**config.mk**
```make
export PLATFORM = sky130hd
export DESIGN_NAME = gfmi_inv
export DESIGN_NICKNAME = d
export VERILOG_FILES = /design/src/hw/rtl/gfmi_pkg.sv /design/src/hw/rtl/gfmi_inv.sv
export SDC_FILE = /design/constraint.sdc
export NUM_CORES = 1
export LEC_CHECK = 0
export BUFFER_PORTS_ARGS = -buffer_cell sky130_fd_sc_hd__buf_2
export CORE_ASPECT_RATIO = 1.2
export CORE_MARGIN = 2
export CORE_UTILIZATION = 54
export CTS_CLUSTER_DIAMETER = 40
export DETAILED_ROUTE_END_ITERATION = 8
export GPL_TIMING_DRIVEN = 0
export PLACE_DENSITY_LB_ADDON = 0.3
export SYNTH_ARGS = -nofsm -noshare
export SYNTH_HDL_FRONTEND = slang
export SYNTH_SLANG_ARGS = --single-unit
```
**constraint.sdc**
```tcl
create_clock -name clock -period 2.08 [get_ports clock]
set_clock_uncertainty 0.05 [all_clocks]
set_input_delay 0.208 -clock clock [delete_from_list [all_inputs] [get_ports clock]]
set_output_delay 0.208 -clock clock [all_outputs]
set_load 0.02 [all_outputs]
```
**src/hw/rtl/gfmi_pkg.sv**
```systemverilog
// gfmi_pkg: shared types, command codes and tower-field arithmetic for the
// gf(256) matrix inverse core; no dependencies
package gfmi_pkg;

   localparam logic [1:0] CMD_WRITE = 2'd0;
   localparam logic [1:0] CMD_RUN   = 2'd1;
   localparam logic [1:0] CMD_READ  = 2'd2;

   // per-lane operations of the column cells
   localparam logic [1:0] CELL_HOLD  = 2'd0;
   localparam logic [1:0] CELL_LOAD  = 2'd1;
   localparam logic [1:0] CELL_ACC   = 2'd2;
   localparam logic [1:0] CELL_SCALE = 2'd3;

   localparam logic [1:0] GF4_X    = 2'd2;     // x in gf(4)
   localparam logic [3:0] GF16_XY  = 4'd8;     // xy in gf(16)
   localparam logic [7:0] INV_EXP  = 8'd254;   // a^254 is the inverse
   localparam logic [7:0] GF_ONE   = 8'd1;

   typedef struct packed {
      logic [1:0] cmd;
      logic [5:0] row;
      logic [5:0] col;
      logic [7:0] value;
   } req_type;

   typedef struct packed {
      logic       is_status;
      logic       invertible;
      logic [7:0] read_value;
   } rsp_type;

   typedef struct packed {
      logic [1:0] op;
      logic       acc_en;
   } cell_ctl_type;

   function automatic logic [1:0] gf4_mul(input logic [1:0] a, input logic [1:0] b);
      logic [1:0] a2;
      a2 = {a[0], 1'b0} ^ (a[1] ? 2'b11 : 2'b00);
      return (b[0] ? a : 2'b00) ^ (b[1] ? a2 : 2'b00);
   endfunction

   function automatic logic [3:0] gf16_mul(input logic [3:0] a, input logic [3:0] b);
      logic [1:0] lo, hi, mid;
      lo  = gf4_mul(a[1:0], b[1:0]);
      hi  = gf4_mul(a[3:2], b[3:2]);
      mid = gf4_mul(a[1:0] ^ a[3:2], b[1:0] ^ b[3:2]) ^ lo ^ hi;
      return {mid ^ hi, lo ^ gf4_mul(hi, GF4_X)};
   endfunction

   function automatic logic [7:0] gf256_mul(input logic [7:0] a, input logic [7:0] b);
      logic [3:0] lo, hi, mid;
      lo  = gf16_mul(a[3:0], b[3:0]);
      hi  = gf16_mul(a[7:4], b[7:4]);
      mid = gf16_mul(a[3:0] ^ a[7:4], b[3:0] ^ b[7:4]) ^ lo ^ hi;
      return {mid ^ hi, lo ^ gf16_mul(hi, GF16_XY)};
   endfunction

endpackage

```
**src/hw/rtl/gfmi_inv.sv**
```systemverilog
// gfmi_inv: pivot inverse as a^254 by square and multiply, one product a cycle
// uses gfmi_pkg
module gfmi_inv import gfmi_pkg::*; (
   input  logic       clock,
   input  logic       reset,
   input  logic       start,
   input  logic [7:0] a_in,
   output logic       done,
   output logic [7:0] result
);
   logic       busy_ff, busy_in, done_ff, done_in;
   logic [3:0] cnt_ff, cnt_in;
   logic [7:0] r_ff, r_in, a_ff, a_in_r, op_b;
   logic [2:0] bit_ix;

   always_comb begin
      bit_ix  = 3'd7 - cnt_ff[3:1];
      // even steps square, odd steps multiply by a where the exponent bit is set
      op_b    = cnt_ff[0] ? a_ff : r_ff;
      busy_in = busy_ff;
      cnt_in  = cnt_ff;
      r_in    = r_ff;
      a_in_r  = a_ff;
      done_in = 1'b0;
      if (start) begin
         busy_in = 1'b1;
         cnt_in  = '0;
         r_in    = GF_ONE;
         a_in_r  = a_in;
      end else if (busy_ff) begin
         if (!cnt_ff[0] || INV_EXP[bit_ix]) begin
            r_in = gf256_mul(r_ff, op_b);
         end
         cnt_in = cnt_ff + 4'd1;
         if (cnt_ff == 4'hF) begin
            busy_in = 1'b0;
            done_in = 1'b1;
         end
      end
   end

   always_ff @(posedge clock) begin
      if (reset) begin
         busy_ff <= 1'b0;
         done_ff <= 1'b0;
      end else begin
         busy_ff <= busy_in;
         done_ff <= done_in;
      end
      cnt_ff <= cnt_in;
      r_ff   <= r_in;
      a_ff   <= a_in_r;
   end

   assign done   = done_ff;
   assign result = r_ff;
endmodule

```
After elaboration in Yosys (flattened, before gate mapping)
Memories as Yosys holds them, arrays and structs flattened.
Index checks and enable logic that the tools add are counted.
Widths: inputs -> output; s select.
- add/subtract/negate cells: 2
- order comparisons: 1
- equality and inequality tests: 1
- multiplexer cells: 39
- bitwise gates (word level): 52
- reduce and logical (&&, ||, !) cells: 4
- operator list (operator ; number):
    $xor 2x2->2 ; 45
    $mux 2 ; 33
    $xor 4x4->4 ; 6
    $mux 8 ; 1
    $mux 1 ; 5
    $add 4x1->4 const B ; 1
    $eq 4x4->1 const B ; 1
    $lt 3x4->1 const B ; 1
    $reduce_or 3->1 ; 1
    $sub 3x3->3 const A ; 1
    $reduce_and 2->1 ; 1
    $logic_not 1->1 ; 1
    $logic_or 1x1->1 ; 1
    $not 1->1 ; 1
- bits in registers: 22
- ROM bits: 8
- output and inout port bits: 9
- logic and storage cells: 105
- memories: 1
- memories (memory ; words ; bits a word ; read ports ; clocked after memory_dff ; wr ports ; line ; source):
    (name not given) ; 8 ; 1 ; 1 ; 0 ; 0 ; gfmi_inv.sv:31 ; if (!cnt_ff[0] || INV_EXP[bit_ix]) begin

Depth between registers and ports, before layout
- depth in word-level cells: 14
- gate-level depth with buffers: 9
- depth with buffers taken out: 7

Worst setup path after synthesis
OpenSTA, ideal clock, no wires.
- kind: register to register
- from: register r_ff[4], in the netlist result[4]
- to: register r_ff[5], in the netlist result[5]
- data arrival time: 1911 ps
- data required time: 1908 ps
- slack: -2 ps
- cell stages (with the launch flop): 9
- path buffers: 1
- path through: dfxtp_1 buf_4 xor2_1 nor2_1 xnor2_1 o31a_1 xnor2_1 and2_1 o311a_1
- cells in the longest elaborated chain, start to end: 8
- elaborated cells on any way between the ends: 16
- ends and longest elaborated chain (what ; line ; source):
    from (decl) ; gfmi_inv.sv:13 ; logic [7:0] r_ff, r_in, a_ff, a_in_r, op_b;
    from (signal assigned) ; gfmi_inv.sv:51 ; r_ff <= r_in;
    $mux 8 / $xor 4x4->4 (equally long branches) ; gfmi_inv.sv:19, gfmi_pkg.sv:56 ;
    $xor 4x4->4 / $xor 2x2->2 (equally long branches) ; gfmi_pkg.sv:56, gfmi_pkg.sv:40 ;
    $mux 2 ; gfmi_pkg.sv:41 ; return (b[0] ? a : 2'b00) ^ (b[1] ? a2 : 2'b00);
    $xor 2x2->2 ; gfmi_pkg.sv:41 ;
    $xor 2x2->2 ; gfmi_pkg.sv:49 ; return {mid ^ hi, lo ^ gf4_mul(hi, GF4_X)};
    $xor 4x4->4 (2 in a row) ; gfmi_pkg.sv:56 ; mid = gf16_mul(a[3:0] ^ a[7:4], b[3:0] ^ b[7:4]) ^ lo ^ hi;
    $xor 4x4->4 * ; gfmi_pkg.sv:57 ; return {mid ^ hi, lo ^ gf16_mul(hi, GF16_XY)};
Mark *: on every way between the ends. The rest lies on a longest branch, timed or not.
A chain may end at the register's enable or synchronous reset.

Worst setup path after layout
- from: register a_ff[6]
- to: register r_ff[5], in the netlist result[5]
- cells in the longest elaborated chain, start to end: 10
- elaborated cells on any way between the ends: 15
- ends and longest elaborated chain (what ; line ; source):
    from (decl) ; gfmi_inv.sv:13 ;
    from (signal assigned) ; gfmi_inv.sv:52 ; a_ff <= a_in_r;
    $mux 8 * ; gfmi_inv.sv:19 ; op_b = cnt_ff[0] ? a_ff : r_ff;
    $xor 4x4->4 ; gfmi_pkg.sv:56 ;
    $mux 2 ; gfmi_pkg.sv:41 ;
    $xor 2x2->2 ; gfmi_pkg.sv:41 ;
    $mux 2 ; gfmi_pkg.sv:40 ; a2 = {a[0], 1'b0} ^ (a[1] ? 2'b11 : 2'b00);
    $xor 2x2->2 ; gfmi_pkg.sv:40 ;
    $xor 2x2->2 ; gfmi_pkg.sv:49 ;
    $xor 4x4->4 (2 in a row) ; gfmi_pkg.sv:56 ;
    $xor 4x4->4 * ; gfmi_pkg.sv:57 ;
Marked as above.

==> run summary <==
Reg clk slew, reported paths = 0.08 ns
LEAKAGE = 0.966 nW
Layout Utilization = 69.7%
max cap viols = 0
pwr dens = 1560 nW/µm²
final hold vios = 0
Crit Path Max Fanout = 5
CTS Buf Count = 3
TritonCTS clock tree = built
#FFs+latches synth = 22
GRT Util Overall = 26.0%
critical path's top delay family = compound AO/OA/AOI/OAI gates
R2R depth = 7
RSZ-0062 raised after global routing = true
Diodes inserted = 0
mapped cell area = 2080 µm²
initial antenna violation count = 0
Place WS = -0.300 ns
CTS Buffer Depth = 2
CP Depth = 7
vias in the first global route = 1940
Hold Slack = 0.0699 ns
Final HPWL DP = 3510 µm
min-delay worst type = input pin to flop
CP Capture Point = result[5]
share of layout cells above drive strength 1 = 31.8%
clk root buf = clkbuf_8
maximum clock frequency = 0.455 GHz
crit-path max cell delay = 0.53 ns
Crit Path Class = flop to flop
Final Cycle Share = 106%
Cell variety after synth = 56
fin worst setup slack = -0.118 ns
# rows = 24
DR vias/cell = 5.92
part of the Yosys area used for sequential elements = 25.0%
area delta synth->final = 22.9%
nets = 290
critical path required time = 2.18 ns
Slew Viols, Final = 0
Syn Area/Cell = 8.42 µm²
Critical Path AT = 2.29 ns
worst rel slew slack = 70.2%
Crit. End Element = flop
status = finished with violations
GPL Wtd Cong = 0.871
Mapped Cells = 247
hold path startpoint = a_in[6]
post-synth top area cell = xnor2_1
clock sink total = 22
Synth top area share = 15.2%
Core ar. = 3660 µm²
Residual DRC = 0
Ports = 20
DR pass1 iterations = 4
WL per Instance = 15.9 µm
Worst IR Drop VDD = 0.000898 V
CP startpoint = a_ff[6]
Crit-path slowest cell = edfxtp_1
post-route ant nets = 0
worst hold stages = 1
Buffers & Inverters on Critical Path = 0
wire length of the first global-routing pass = 8820 µm
share of async-settable or async-resettable flops after synthesis = 0%
Total Power = 0.00399 W
syn nets = 259
failing checks = setup timing
Port-buffer cells = 19
Main synth FF type = dfxtp_1
Die X = 60.7 µm
number of synthesized flops with an enable pin = 8
RR Startpoint = a_ff[6]
Post-Place Cells = 318
Worst-Skew Late Latency = 0.26 ns
critical path cell sequence = xnor2_2 > mux2_4 > a21oi_2 > a2bb2oi_2 > xnor2_1 > and2_1 > o311a_1
Starting DRT DRC Count = 128
total grt overflow = 0
initial core utilization = 56.8%
final WL = 5240 µm
Reg2Reg Setup Slack = -0.12 ns
reg2reg end = result[5]
hold_buf cts = 0
synth top area cells = xnor2_1 15%, dfxtp_1 13%, edfxtp_1 12%, a21oi_1 4.6%, xor2_1 4.2%
die area = 4370 µm²
CP Launch Type = flop
DIE HEIGHT = 72.0 µm
htree depth = 1
fin cells = 329
largest net degree at the start of global routing = 13
vias = 1947
Ys Warns = 0
Least-Margin Pin Slew = 0.447 ns
shortest period the worst path allows = 2.20 ns
Final setup violation count = 5
## report_power, final
group | switching, W | total (W) | internal [W]
clock network | 0.000129 | 0.000265 | 0.000136
registers | 0.0000423 | 0.000560 | 0.000518
logic | 0.00171 | 0.00316 | 0.00146
total | 0.00188 | 0.00399 | 0.00211
## cell type report
cell class | instances | area, µm²
inverters | 4 | 15.0
plain buffers | 20 | 144
flip-flops and latches | 22 | 522
fillers | 290 | 1110
multi-input cells | 201 | 1620
well taps | 52 | 65.1
clock buffers | 4 | 45.0
repair buffers | 26 | 148
## routing by layer
metal / vias up / GRT usage, % / share of wire (%)
met2: 76 / 44.9 / 52
met5: - / 0 / 0
met3: 10 / 2.32 / 5.2
met1: 918 / 34.0 / 41
met4: 0 / 7.73 / 1.3
li1: 943 / - / -
## worst reg2reg max path, cell delays in order (launching register included)
cell       delay, ns
edfxtp_1        0.53
xnor2_2         0.24
mux2_4          0.34
a21oi_2         0.16
a2bb2oi_2       0.21
xnor2_1         0.10
and2_1          0.16
o311a_1         0.29
## cells in the mapped netlist, types with 2 or more instances
cell type / count
nor4_1: 2
xor2_1: 10
and2_1: 3
a31oi_1: 5
a211oi_1: 4
inv_1: 3
buf_4: 7
o21a_1: 2
buf_2: 10
o31ai_1: 6
a21oi_1: 19
nor3_1: 2
xnor2_1: 36
clkbuf_1: 2
a22oi_1: 4
nand2_1: 23
nor2_1: 13
xnor2_2: 5
nand4_1: 2
nand2b_1: 2
nand3_1: 9
o21ai_0: 17
xor2_2: 2
o211ai_1: 4
mux2i_1: 4
dfxtp_1: 14
edfxtp_1: 8
## flip-flops by register name, indices dropped and copies added (netlist names)
register,count
a_ff,8
result,8
cnt_ff,4
busy_ff,1
done,1
## stage by stage
step	TNS [ns]	area, µm²
2_1_floorplan	0	2090
3_3_place_gp	-0.611	2250
3_5_place_dp	-0.619	2250
4_1_cts	-0.293	2470
5_1_grt	-0.979	2550
6_report	-0.310	2550
## cell usage in the layout (no fill, tap or decap), types with 2 or more instances in the layout
cell / instances
xnor2_1: 26
nand2_1: 23
buf_2: 23
a21oi_1: 17
buf_4: 15
xnor2_2: 13
dfxtp_1: 13
o21ai_0: 12
nor2_1: 12
nand3_1: 9
edfxtp_1: 8
xor2_1: 7
o31ai_1: 6
o21ai_1: 6
a31oi_1: 5
o211ai_1: 4
xor2_2: 4
mux2i_1: 4
clkbuf_4: 3
clkbuf_1: 3
a22oi_1: 3
buf_6: 3
a21oi_2: 3
inv_1: 3
a211oi_1: 3
clkbuf_8: 3
nand2b_1: 2
and2_1: 2
xnor2_4: 2
nor3_1: 2
o21a_1: 2
nand4_1: 2
## worst min-delay path by stage
stage	endpoint	slack (ns)
finish	a_ff[6]	0.07
global route	busy_ff	0.06
CTS	busy_ff	0.07
detailed placement	a_ff[2]	0.34
global placement	a_ff[2]	0.33
floorplan	busy_ff	0.23
## cells by family (layout without fill, tap and decap cells)
family                     Yosys count  count (layout)  synth area share [%]
AOI/OAI and AO/OA                   76              76                  24.5
and+or+nand+nor                     65              65                  15.3
xor gates and xnor gates            53              53                  24.8
buffers and inverters               24              54                  6.56
DFF                                 22              22                  25.0
muxes                                6               6                  3.19
adders and majority gates            1               1                 0.602
## repair_timing
item                       CTS  global route
pin swaps                   12            14
gates resized for setup     21            20
setup buffers                7             0
setup endpoints to repair    5             8
(Power assumes the default switching activity.)
