[src/hw/rtl/gfmi_pkg.sv]
// gfmi_pkg: shared types, command codes and tower-field arithmetic for the
// gf(256) matrix inverse core; no dependencies
package gfmi_pkg;

   localparam logic [1:0] CMD_WRITE = 2'd0;
   localparam logic [1:0] CMD_RUN   = 2'd1;
   localparam logic [1:0] CMD_READ  = 2'd2;

   // per-lane operations of the column cells
   localparam logic [1:0] CELL_HOLD  = 2'd0;
   localparam logic [1:0] CELL_LOAD  = 2'd1;
   localparam logic [1:0] CELL_ACC   = 2'd2;
   localparam logic [1:0] CELL_SCALE = 2'd3;

   localparam logic [1:0] GF4_X    = 2'd2;     // x in gf(4)
   localparam logic [3:0] GF16_XY  = 4'd8;     // xy in gf(16)
   localparam logic [7:0] INV_EXP  = 8'd254;   // a^254 is the inverse
   localparam logic [7:0] GF_ONE   = 8'd1;

   typedef struct packed {
      logic [1:0] cmd;
      logic [5:0] row;
      logic [5:0] col;
      logic [7:0] value;
   } req_type;

   typedef struct packed {
      logic       is_status;
      logic       invertible;
      logic [7:0] read_value;
   } rsp_type;

   typedef struct packed {
      logic [1:0] op;
      logic       acc_en;
   } cell_ctl_type;

   function automatic logic [1:0] gf4_mul(input logic [1:0] a, input logic [1:0] b);
      logic [1:0] a2;
      a2 = {a[0], 1'b0} ^ (a[1] ? 2'b11 : 2'b00);
      return (b[0] ? a : 2'b00) ^ (b[1] ? a2 : 2'b00);
   endfunction

   function automatic logic [3:0] gf16_mul(input logic [3:0] a, input logic [3:0] b);
      logic [1:0] lo, hi, mid;
      lo  = gf4_mul(a[1:0], b[1:0]);
      hi  = gf4_mul(a[3:2], b[3:2]);
      mid = gf4_mul(a[1:0] ^ a[3:2], b[1:0] ^ b[3:2]) ^ lo ^ hi;
      return {mid ^ hi, lo ^ gf4_mul(hi, GF4_X)};
   endfunction

   function automatic logic [7:0] gf256_mul(input logic [7:0] a, input logic [7:0] b);
      logic [3:0] lo, hi, mid;
      lo  = gf16_mul(a[3:0], b[3:0]);
      hi  = gf16_mul(a[7:4], b[7:4]);
      mid = gf16_mul(a[3:0] ^ a[7:4], b[3:0] ^ b[7:4]) ^ lo ^ hi;
      return {mid ^ hi, lo ^ gf16_mul(hi, GF16_XY)};
   endfunction

endpackage

[src/hw/rtl/gfmi_cell.sv]
// gfmi_cell: one byte lane of the pivot row, holds its pivot byte and forms
// the eliminated byte for the row passing through; uses gfmi_pkg
module gfmi_cell import gfmi_pkg::*; (
   input  logic         clock,
   input  cell_ctl_type ctl,
   input  logic [7:0]   d_in,
   input  logic [7:0]   f_in,
   input  logic [7:0]   inv_in,
   output logic [7:0]   piv_out,
   output logic [7:0]   wr_out
);
   logic [7:0] piv_ff, piv_in;

   always_comb begin
      case (ctl.op)
         CELL_LOAD:  piv_in = d_in;
         CELL_ACC:   piv_in = ctl.acc_en ? (piv_ff ^ d_in) : piv_ff;
         CELL_SCALE: piv_in = gf256_mul(piv_ff, inv_in);
         default:    piv_in = piv_ff;
      endcase
   end

   always_ff @(posedge clock) begin
      piv_ff <= piv_in;
   end

   assign piv_out = piv_ff;
   assign wr_out  = d_in ^ gf256_mul(piv_ff, f_in);
endmodule

[config.mk]
export PLATFORM = sky130hd
export DESIGN_NAME = gfmi_cell
export DESIGN_NICKNAME = d
export VERILOG_FILES = /design/src/hw/rtl/gfmi_pkg.sv /design/src/hw/rtl/gfmi_cell.sv
export SDC_FILE = /design/constraint.sdc
export NUM_CORES = 1
export LEC_CHECK = 0
export BUFFER_PORTS_ARGS = -buffer_cell sky130_fd_sc_hd__buf_2
export CAP_MARGIN = 20
export CORE_ASPECT_RATIO = 1.75
export CORE_MARGIN = 2
export CORE_UTILIZATION = 50
export DETAILED_ROUTE_END_ITERATION = 12
export PLACE_DENSITY = 0.73
export SYNTH_ARGS = -nofsm -noshare
export SYNTH_HDL_FRONTEND = slang
export SYNTH_SLANG_ARGS = --single-unit
[constraint.sdc]
create_clock -name clock -period 2.2 [get_ports clock]
set_input_delay 0.22 -clock clock [delete_from_list [all_inputs] [get_ports clock]]
set_output_delay 0.22 -clock clock [all_outputs]
set_load 0.005 [all_outputs]
-- After elaboration in Yosys (flattened, before gate mapping)
Index checks and enable logic that the tools add are counted.
W data, S select, Z words.
- flip-flop bits (word level): 8
- input port bits: 28
- output and inout port bits: 16
- bitwise operators: 91
- mux-type cells: 59
- reduce and logical (&&, ||, !) cells: 2
- eq/ne operators: 4
- operators with widths (kind ; count):
    $xor A2 B2 Y2 ; 78
    $mux W2 ; 57
    $xor A4 B4 Y4 ; 11
    $pmux W8 S3 ; 1
    $xor A8 B8 Y8 ; 2
    $mux W8 ; 1
    $eq A2 B2 Y1 const B ; 2
    $reduce_bool A3 Y1 ; 1
    $eq A2 B1 Y1 const B ; 1
    $ne A2 B2 Y1 const B ; 1
    $reduce_and A2 Y1 ; 1

-- Logic depth before layout (Yosys ltp)
Gate-level depths: netlist (run 1).
- depth in word-level cells: 15
- mapped depth: 8
- gate-level depth less buffers: 7

-- Least setup slack after synthesis (run 1)
No wires, ideal clock.
- path type: reg2out
- start: register piv_ff[7], in the netlist piv_out[7]
- end: output port wr_out[1]
- path buffers: 1
- arrival time: 1.851 ns
- cell stages (with the launch flop): 7
- path slack: 0.129 ns
- required time: 1.980 ns
- cell sequence: edfxtp_1 clkbuf_1 mux2_2 a22oi_1 xor2_1 xnor2_1 xnor2_1
- word-level cells in the longest chain between the ends: 14
- ends and longest elaborated chain (item ; line ; text):
    from (decl) ; gfmi_cell.sv:12 ; logic [7:0] piv_ff, piv_in;
    from (signal assigned) ; gfmi_cell.sv:24 ; piv_ff <= piv_in;
    $xor A2 B2 Y2 ; gfmi_pkg.sv:48 ; mid = gf4_mul(a[1:0] ^ a[3:2], b[1:0] ^ b[3:2]) ^ lo ^ hi;
    $mux W2 ; gfmi_pkg.sv:40 ; a2 = {a[0], 1'b0} ^ (a[1] ? 2'b11 : 2'b00);
    $xor A2 B2 Y2 ; gfmi_pkg.sv:40 ;
    $mux W2 ; gfmi_pkg.sv:41 ; return (b[0] ? a : 2'b00) ^ (b[1] ? a2 : 2'b00);
    $xor A2 B2 Y2 ; gfmi_pkg.sv:41 ;
    $xor A2 B2 Y2 (2 in series) ; gfmi_pkg.sv:48 ;
    $xor A2 B2 Y2 (*) ; gfmi_pkg.sv:49 ; return {mid ^ hi, lo ^ gf4_mul(hi, GF4_X)};
    $mux W2 ; gfmi_pkg.sv:40 ;
    $xor A2 B2 Y2 (*) ; gfmi_pkg.sv:40 ;
    $mux W2 ; gfmi_pkg.sv:40 ;
    $xor A2 B2 Y2 (*) ; gfmi_pkg.sv:40 ;
    $xor A4 B4 Y4 (*) ; gfmi_pkg.sv:57 ; return {mid ^ hi, lo ^ gf16_mul(hi, GF16_XY)};
    $xor A8 B8 Y8 (*) ; gfmi_cell.sv:28 ; assign wr_out = d_in ^ gf256_mul(piv_ff, f_in);
    to (decl) ; gfmi_cell.sv:10 ; output logic [7:0] wr_out
Every way passes the cells marked *; elsewhere a longest branch is shown, timed or not.

-- Worst setup path after layout (run 1)
- start: register piv_ff[4], in the netlist piv_out[4]
- end: output port wr_out[0]
- word-level cells in the longest chain between the ends: 13
- ends and longest elaborated chain (item ; line):
    $xor A2 B2 Y2 ; gfmi_pkg.sv:48
    $xor A2 B2 Y2 ; gfmi_pkg.sv:40
    $mux W2 ; gfmi_pkg.sv:41
    $xor A2 B2 Y2 ; gfmi_pkg.sv:41
    $xor A2 B2 Y2 (*) (2 in series) ; gfmi_pkg.sv:48
    $xor A2 B2 Y2 (*) ; gfmi_pkg.sv:49
    $mux W2 ; gfmi_pkg.sv:40
    $xor A2 B2 Y2 (*) ; gfmi_pkg.sv:40
    $mux W2 (*) ; gfmi_pkg.sv:40
    $xor A2 B2 Y2 (*) ; gfmi_pkg.sv:40
    $xor A4 B4 Y4 (*) ; gfmi_pkg.sv:57
    $xor A8 B8 Y8 (*) ; gfmi_cell.sv:28
Marked as above.

==> results of run 1 <==
[cell families (layout without fill, tap and decap cells)]
logic type / after synthesis / after routing / share of synthesized area [%]
buffers and inverters: 27 / 122 / 6.624
xor gates and xnor gates: 104 / 104 / 41.38
muxes: 20 / 20 / 9.096
AOI/OAI and AO/OA: 65 / 65 / 16.82
and+or+nand+nor: 80 / 80 / 15.98
DFF: 8 / 8 / 10.09
[critical path: cells and delay by family, from the launching register on]
kind / cells / cell delay (ns)
AOI/OAI and AO/OA: 2 / 0.33
xor gates and xnor gates: 3 / 0.57
and+or+nand+nor: 2 / 0.17
DFF: 1 / 0.51
buffers and inverters: 2 / 0.35
[synthesized netlist by cell type, drive strengths merged, types with 3 or more instances]
master | instances | area (µm²)
mux2i | 7 | 70.07
nand2b | 10 | 62.56
xor2 | 29 | 269.0
mux2 | 13 | 146.4
a22oi | 8 | 60.06
nand2 | 25 | 93.84
nor2 | 29 | 108.9
edfxtp | 8 | 240.2
a32oi | 4 | 35.03
a21oi | 17 | 88.84
buf | 17 | 117.6
nor3 | 3 | 15.01
xnor2 | 74 | 693.2
o21ai | 20 | 100.1
nor4bb | 3 | 30.03
inv | 3 | 11.26
o21a | 3 | 22.52
clkbuf | 7 | 28.78
o22ai | 4 | 25.02
[per-stage QoR]
stage          setup TNS (ns)  power, mW  instances
3_3_place_gp          -0.1795      5.474        420
4_1_cts               -0.3459      6.492        442
2_1_floorplan               0      3.826        304
3_5_place_dp          -0.2596      5.526        420
5_1_grt                -2.575      7.779        451
6_report               -1.497      7.363        451
[power by group through the flow]
stage               combinational (mW)  clock, mW  sequential, mW
floorplan                         3.49          0           0.331
global placement                  5.06          0           0.414
detailed placement                5.11          0           0.417
CTS                               5.97      0.176           0.345
global route                      7.24      0.185           0.350
finish                            6.84      0.173           0.345
[timing repair]
item                                    4_1_cts  5_1_grt
endpoints found under the hold margin         0        0
setup buffers                                19       10
gates cloned                                  0        0
endpoints found under the setup margin       10       16
pin swaps                                    23       26
gates resized for setup                      31       39
[per-layer routing]
metal	vias to the layer above	global-route usage [%]	part of all wire [%]
li1	1228	-	-
met1	1260	27.62	35
met2	133	55.29	53
met3	56	1.900	5.3
met4	0	12.30	7.0
met5	-	0	0
[worst paths after layout]
| check | from | endpoint | slack, ns | depth (start not counted) |
|---|---|---|---|---|
| hold / removal | d_in[0] | piv_out[0] | 0.39 | 3 |
| setup / recovery | piv_out[4] | wr_out[0] | -0.18 | 9 |
| hold reg to reg | piv_out[3] | piv_out[3] | 1.13 | 5 |
| setup reg to reg | piv_out[4] | piv_out[0] | -0.17 | 9 |
[layout make-up]
type / instances / area (µm²)
multi-input cells: 269 / 2342
fillers: 323 / 1116
repair buffers: 116 / 808.3
flip-flops and latches: 8 / 240.2
well taps: 52 / 65.06
clock buffers: 3 / 41.29
inverters: 3 / 11.26
==> flow_summary.json, run 1 <==
{
  "cp.arrival_ns": 2.16,
  "p_int_mw": 3.960,
  "status": "finished with violations",
  "routed-via-count": 2677,
  "path_clk_slew_ns": 0.04,
  "cp-end-kind": "output port",
  "final_area_um2": 3508,
  "synth_area_per_cell_um2": 7.828,
  "p_clk_share_pct": 2.3,
  "fin_crit_sh_pct": 108.4,
  "io_pins": 44,
  "maxSlewViolCount": 0,
  "ys_seq_area_share_pct": 10.09,
  "seqPwrFrac_pct": 4.7,
  "p_sw_mw": 3.402,
  "grt_max_degree": 19,
  "largest_register_ffs": 8,
  "worstMarginPinSlew_ns": 0.6201,
  "hold_viol_final": 0,
  "start_util_pct": 51.46,
  "die-height_um": 95.27,
  "wl_per_cell_um": 18.77,
  "critPathKind": "reg -> out",
  "htreeDepth": 1,
  "rows": 33,
  "finalClockSkew_ns": 0.001753,
  "pwr_density_cell_nw_per_um2": 2099,
  "drc": 0,
  "setup_viol": 13,
  "cts_sinks": 8,
  "critPathMaxFanout": 5,
  "die-area_um2": 5349,
  "vias_per_cell": 5.936,
  "ir_worst_vdd_mv": 1.451,
  "ctsLongestPathBuffers": 2,
  "place_hpwl_mm": 5.438,
  "place_ws_ns": -0.1296,
  "gr-total-overflow": 0,
  "layout-drive-gt1-share_pct": 46.12,
  "max_freq_ghz": 0.4193,
  "wirelength_mm": 8.467,
  "grt_pass1_vias": 2409,
  "first_pass_iters": 5,
  "final_util_pct": 75.87,
  "cts_tree": "done",
  "synth-seq-cells": 8,
  "violations": "setup timing",
  "areaGrowthSynthToFinish_pct": 47.42,
  "holdWs_ns": 0.3878,
  "synth_edf_count": 8,
  "period_needed_ns": 2.385,
  "critPathSlowestCell": "edfxtp_1",
  "synth_area_um2": 2380,
  "design.core.area_um2": 4624,
  "comb_power_share_pct": 93.0,
  "portBuffers": 43,
  "num-nets-final": 429,
  "startpoint_type": "flip-flop",
  "cpPeakStageDelay_ns": 0.51,
  "place_congestion": 0.8673,
  "numCtsBuffers": 3,
  "yosysUniqueCellTypes": 41,
  "layout.cells.most_common": "buf_4",
  "yosysWarnings": 0,
  "sw_frac_of_total_pct": 46.21,
  "diodes": 0,
  "synth_flop_cell": "edfxtp_1",
  "antenna_found_initial": 0,
  "grt_usage_pct": 27.29,
  "drv_cap": 0,
  "grt_pass1_wl_mm": 11.34,
  "insertion_delay_ns": 0.22,
  "clockRootBuffer": "clkbuf_8",
  "die-width_um": 56.15,
  "synth_nets": 332,
  "ys_async_sr_fraction_pct": 0,
  "syn_inst": 304,
  "place_area_um2": 2851,
  "setup_ws_ns": -0.1847,
  "ant_nets": 0,
  "hp-class": "in -> reg",
  "mostFrequentLayoutCells": "61 x buf_4, 57 x xnor2_1, 43 x buf_2",
  "rsz0062_at_grt": "yes",
  "first_iter_violations": 74,
  "cellLeakagePower_nw": 1.452,
  "relSlewSlack_pct": 58.36,
  "crit_required_ns": 1.98,
  "holdBufCountCts": 0,
  "path_cells": "buf_4 > xor2_4 > nor3_1 > a21oi_1 > nor2_1 > a21oi_2 > xor2_1 > xnor2_1 > buf_2"
}
(Power assumes the default switching activity.)
==> inputs of run 2 (changes only) <==
--- a/config.mk
+++ b/config.mk
@@ -9,9 +9,9 @@
 export CAP_MARGIN = 20
 export CORE_ASPECT_RATIO = 1.75
 export CORE_MARGIN = 2
-export CORE_UTILIZATION = 50
+export CORE_UTILIZATION = 30
 export DETAILED_ROUTE_END_ITERATION = 12
-export PLACE_DENSITY = 0.73
+export PLACE_DENSITY = 0.48
 export SYNTH_ARGS = -nofsm -noshare
 export SYNTH_HDL_FRONTEND = slang
 export SYNTH_SLANG_ARGS = --single-unit
==> flow_summary.json, run 2 (synthesis results as in run 1) <==
{
  "grt_max_degree": 19,
  "met1_usage_pct": 20.94,
  "htreeDepth": 1,
  "path_cells": "buf_8 > xor2_4 > buf_4 > nor2_1 > a211oi_2 > a21oi_1 > xnor2_2 > xnor2_1 > buf_2",
  "cpPeakStageDelay_ns": 0.42,
  "n_fill_cell": 742,
  "p_int_mw": 4.540,
  "drv_cap": 0,
  "worstMarginPinSlew_ns": 0.5153,
  "layout-drive-gt1-share_pct": 50.97,
  "die-width_um": 71.33,
  "hold_viol_final": 0,
  "layout.cells.most_common": "buf_4",
  "status": "finished with violations",
  "dp_cells": 466,
  "critPathSlowestCell": "edfxtp_1",
  "holdBufCountCts": 0,
  "vias_per_cell": 5.010,
  "cp-end-kind": "output port",
  "place_ws_ns": -0.08602,
  "place_area_um2": 2959,
  "start_util_pct": 30.51,
  "first_pass_iters": 4,
  "critPathKind": "reg -> out",
  "crit_required_ns": 1.98,
  "place_hpwl_mm": 6.393,
  "startpoint_type": "flip-flop",
  "diodes": 0,
  "clockRootBuffer": "clkbuf_16",
  "holdWs_ns": 0.3753,
  "grt_usage_pct": 18.76,
  "antenna_found_initial": 0,
  "rsz0062_at_grt": "yes",
  "cts_sinks": 8,
  "cp.arrival_ns": 2.10,
  "place_congestion": 0.8453,
  "cp_top_family": "XOR/XNOR gates",
  "grt_pass1_vias": 2499,
  "portBuffers": 43,
  "grt_pass1_wl_mm": 12.69,
  "max_freq_ghz": 0.4312,
  "areaGrowthSynthToFinish_pct": 62.93,
  "final_area_um2": 3877,
  "drc": 0,
  "ant_nets": 0,
  "cts_tree": "done",
  "hp-class": "in -> reg",
  "p_clk_share_pct": 3.8,
  "wl_per_cell_um": 16.35,
  "relSlewSlack_pct": 65.40,
  "routed-via-count": 2515,
  "p_sw_mw": 3.461,
  "violations": "setup timing",
  "finalClockSkew_ns": 0.0009912,
  "insertion_delay_ns": 0.23,
  "critPathBufInv": 3,
  "pwr_density_cell_nw_per_um2": 2063,
  "ctsLongestPathBuffers": 2,
  "cellLeakagePower_nw": 1.600,
  "ir_worst_vdd_mv": 0.6915,
  "gr-usage-met2_pct": 35.13,
  "power.total_mw": 8.001,
  "rows": 43,
  "fin_crit_sh_pct": 105.4,
  "period_needed_ns": 2.319,
  "design.core.area_um2": 7801,
  "die-height_um": 121.8,
  "startpoint": "piv_out[4]",
  "path_clk_slew_ns": 0.04,
  "numCtsBuffers": 3,
  "wirelength_mm": 8.210,
  "mostFrequentLayoutCells": "61 x buf_4, 52 x xnor2_1, 43 x buf_2",
  "maxSlewViolCount": 0,
  "reg2reg_depth": 10,
  "r2r_start": "piv_out[1]",
  "grt-busiest-layer": "met2",
  "comb_power_share_pct": 92.0,
  "met3_usage_pct": 1.158,
  "setup_viol": 9,
  "setup_ws_ns": -0.1192,
  "sw_frac_of_total_pct": 43.26,
  "num-nets-final": 442,
  "seqPwrFrac_pct": 4.3,
  "io_pins": 44,
  "die-area_um2": 8689,
  "final_cells": 502,
  "endpoint": "wr_out[3]",
  "gr-total-overflow": 0,
  "largest_register_ffs": 8,
  "rrSetupSlack_ns": -0.02,
  "regToRegEndpoint": "piv_out[7]",
  "cp_num_cells": 9,
  "first_iter_violations": 63,
  "critPathMaxFanout": 5
}
-- run 2: changes by cell type in the layout (fill, tap and decap cells not counted), sizes merged --
cell and change:
buf +13
-- run 2: power groups by stage --
stage	combinational, mW	clock, mW	sequential [mW]
final	7.36	0.302	0.341
after global routing	7.88	0.311	0.353
after CTS	6.49	0.305	0.327
after detailed placement	5.43	0	0.396
after global placement	5.41	0	0.394
after floorplan	3.49	0	0.331
-- run 2: worst min-delay path by stage --
stage / startpoint / end / slack [ns] / cells past startpoint
4_1_cts: d_in[0] / piv_out[0] / 0.37 / 3
3_5_place_dp: d_in[6] / piv_out[6] / 0.59 / 3
5_1_grt: d_in[0] / piv_out[0] / 0.40 / 3
2_1_floorplan: d_in[5] / piv_out[5] / 0.42 / 2
6_report: d_in[0] / piv_out[0] / 0.38 / 3
3_3_place_gp: d_in[6] / piv_out[6] / 0.61 / 3
-- run 2: through the flow --
step	TNS, ns	utilization (%)
global route	-1.913	49.70
global placement	-0.2570	37.93
finish	-0.5185	49.70
CTS	-0.4015	44.91
detailed placement	-0.1804	37.93
floorplan	0	-
-- run 2: worst reg2reg max path, stage by stage (launching register included) --
cell and delay (ns):
edfxtp_1 0.53, buf_4 0.21, buf_6 0.12, xor2_4 0.19
nand3_1 0.09, o21a_1 0.14, o22ai_2 0.14, xor2_1 0.16
buf_4 0.16, xnor3_1 0.21, o21ai_1 0.14
-- run 2: final cells by class --
| class | count | area, µm² | area share (%) |
|---|---|---|---|
| multi-input combinational | 269 | 2471 | 63.73 |
| timing repair buffer | 129 | 967.2 | 24.94 |
| sequential | 8 | 240.2 | 6.196 |
| tap | 90 | 112.6 | 2.904 |
| clock buffer | 3 | 75.07 | 1.936 |
| inverter | 3 | 11.26 | 0.2904 |
-- run 2: per-layer routing --
layer,part of all wire (%),up-vias,wire [µm]
met5,0,-,0
met1,36,1209,2980
met3,2.1,13,169
met2,59,41,4875
li1,-,1252,-
met4,2.3,0,185
-- run 2: timing repair --
| item | in CTS | in global routing |
|---|---|---|
| setup endpoints to repair | 12 | 14 |
| pin swaps | 40 | 44 |
| endpoints found under the hold margin | 0 | 0 |
| setup buffers | 24 | 12 |
| resized for setup | 55 | 51 |
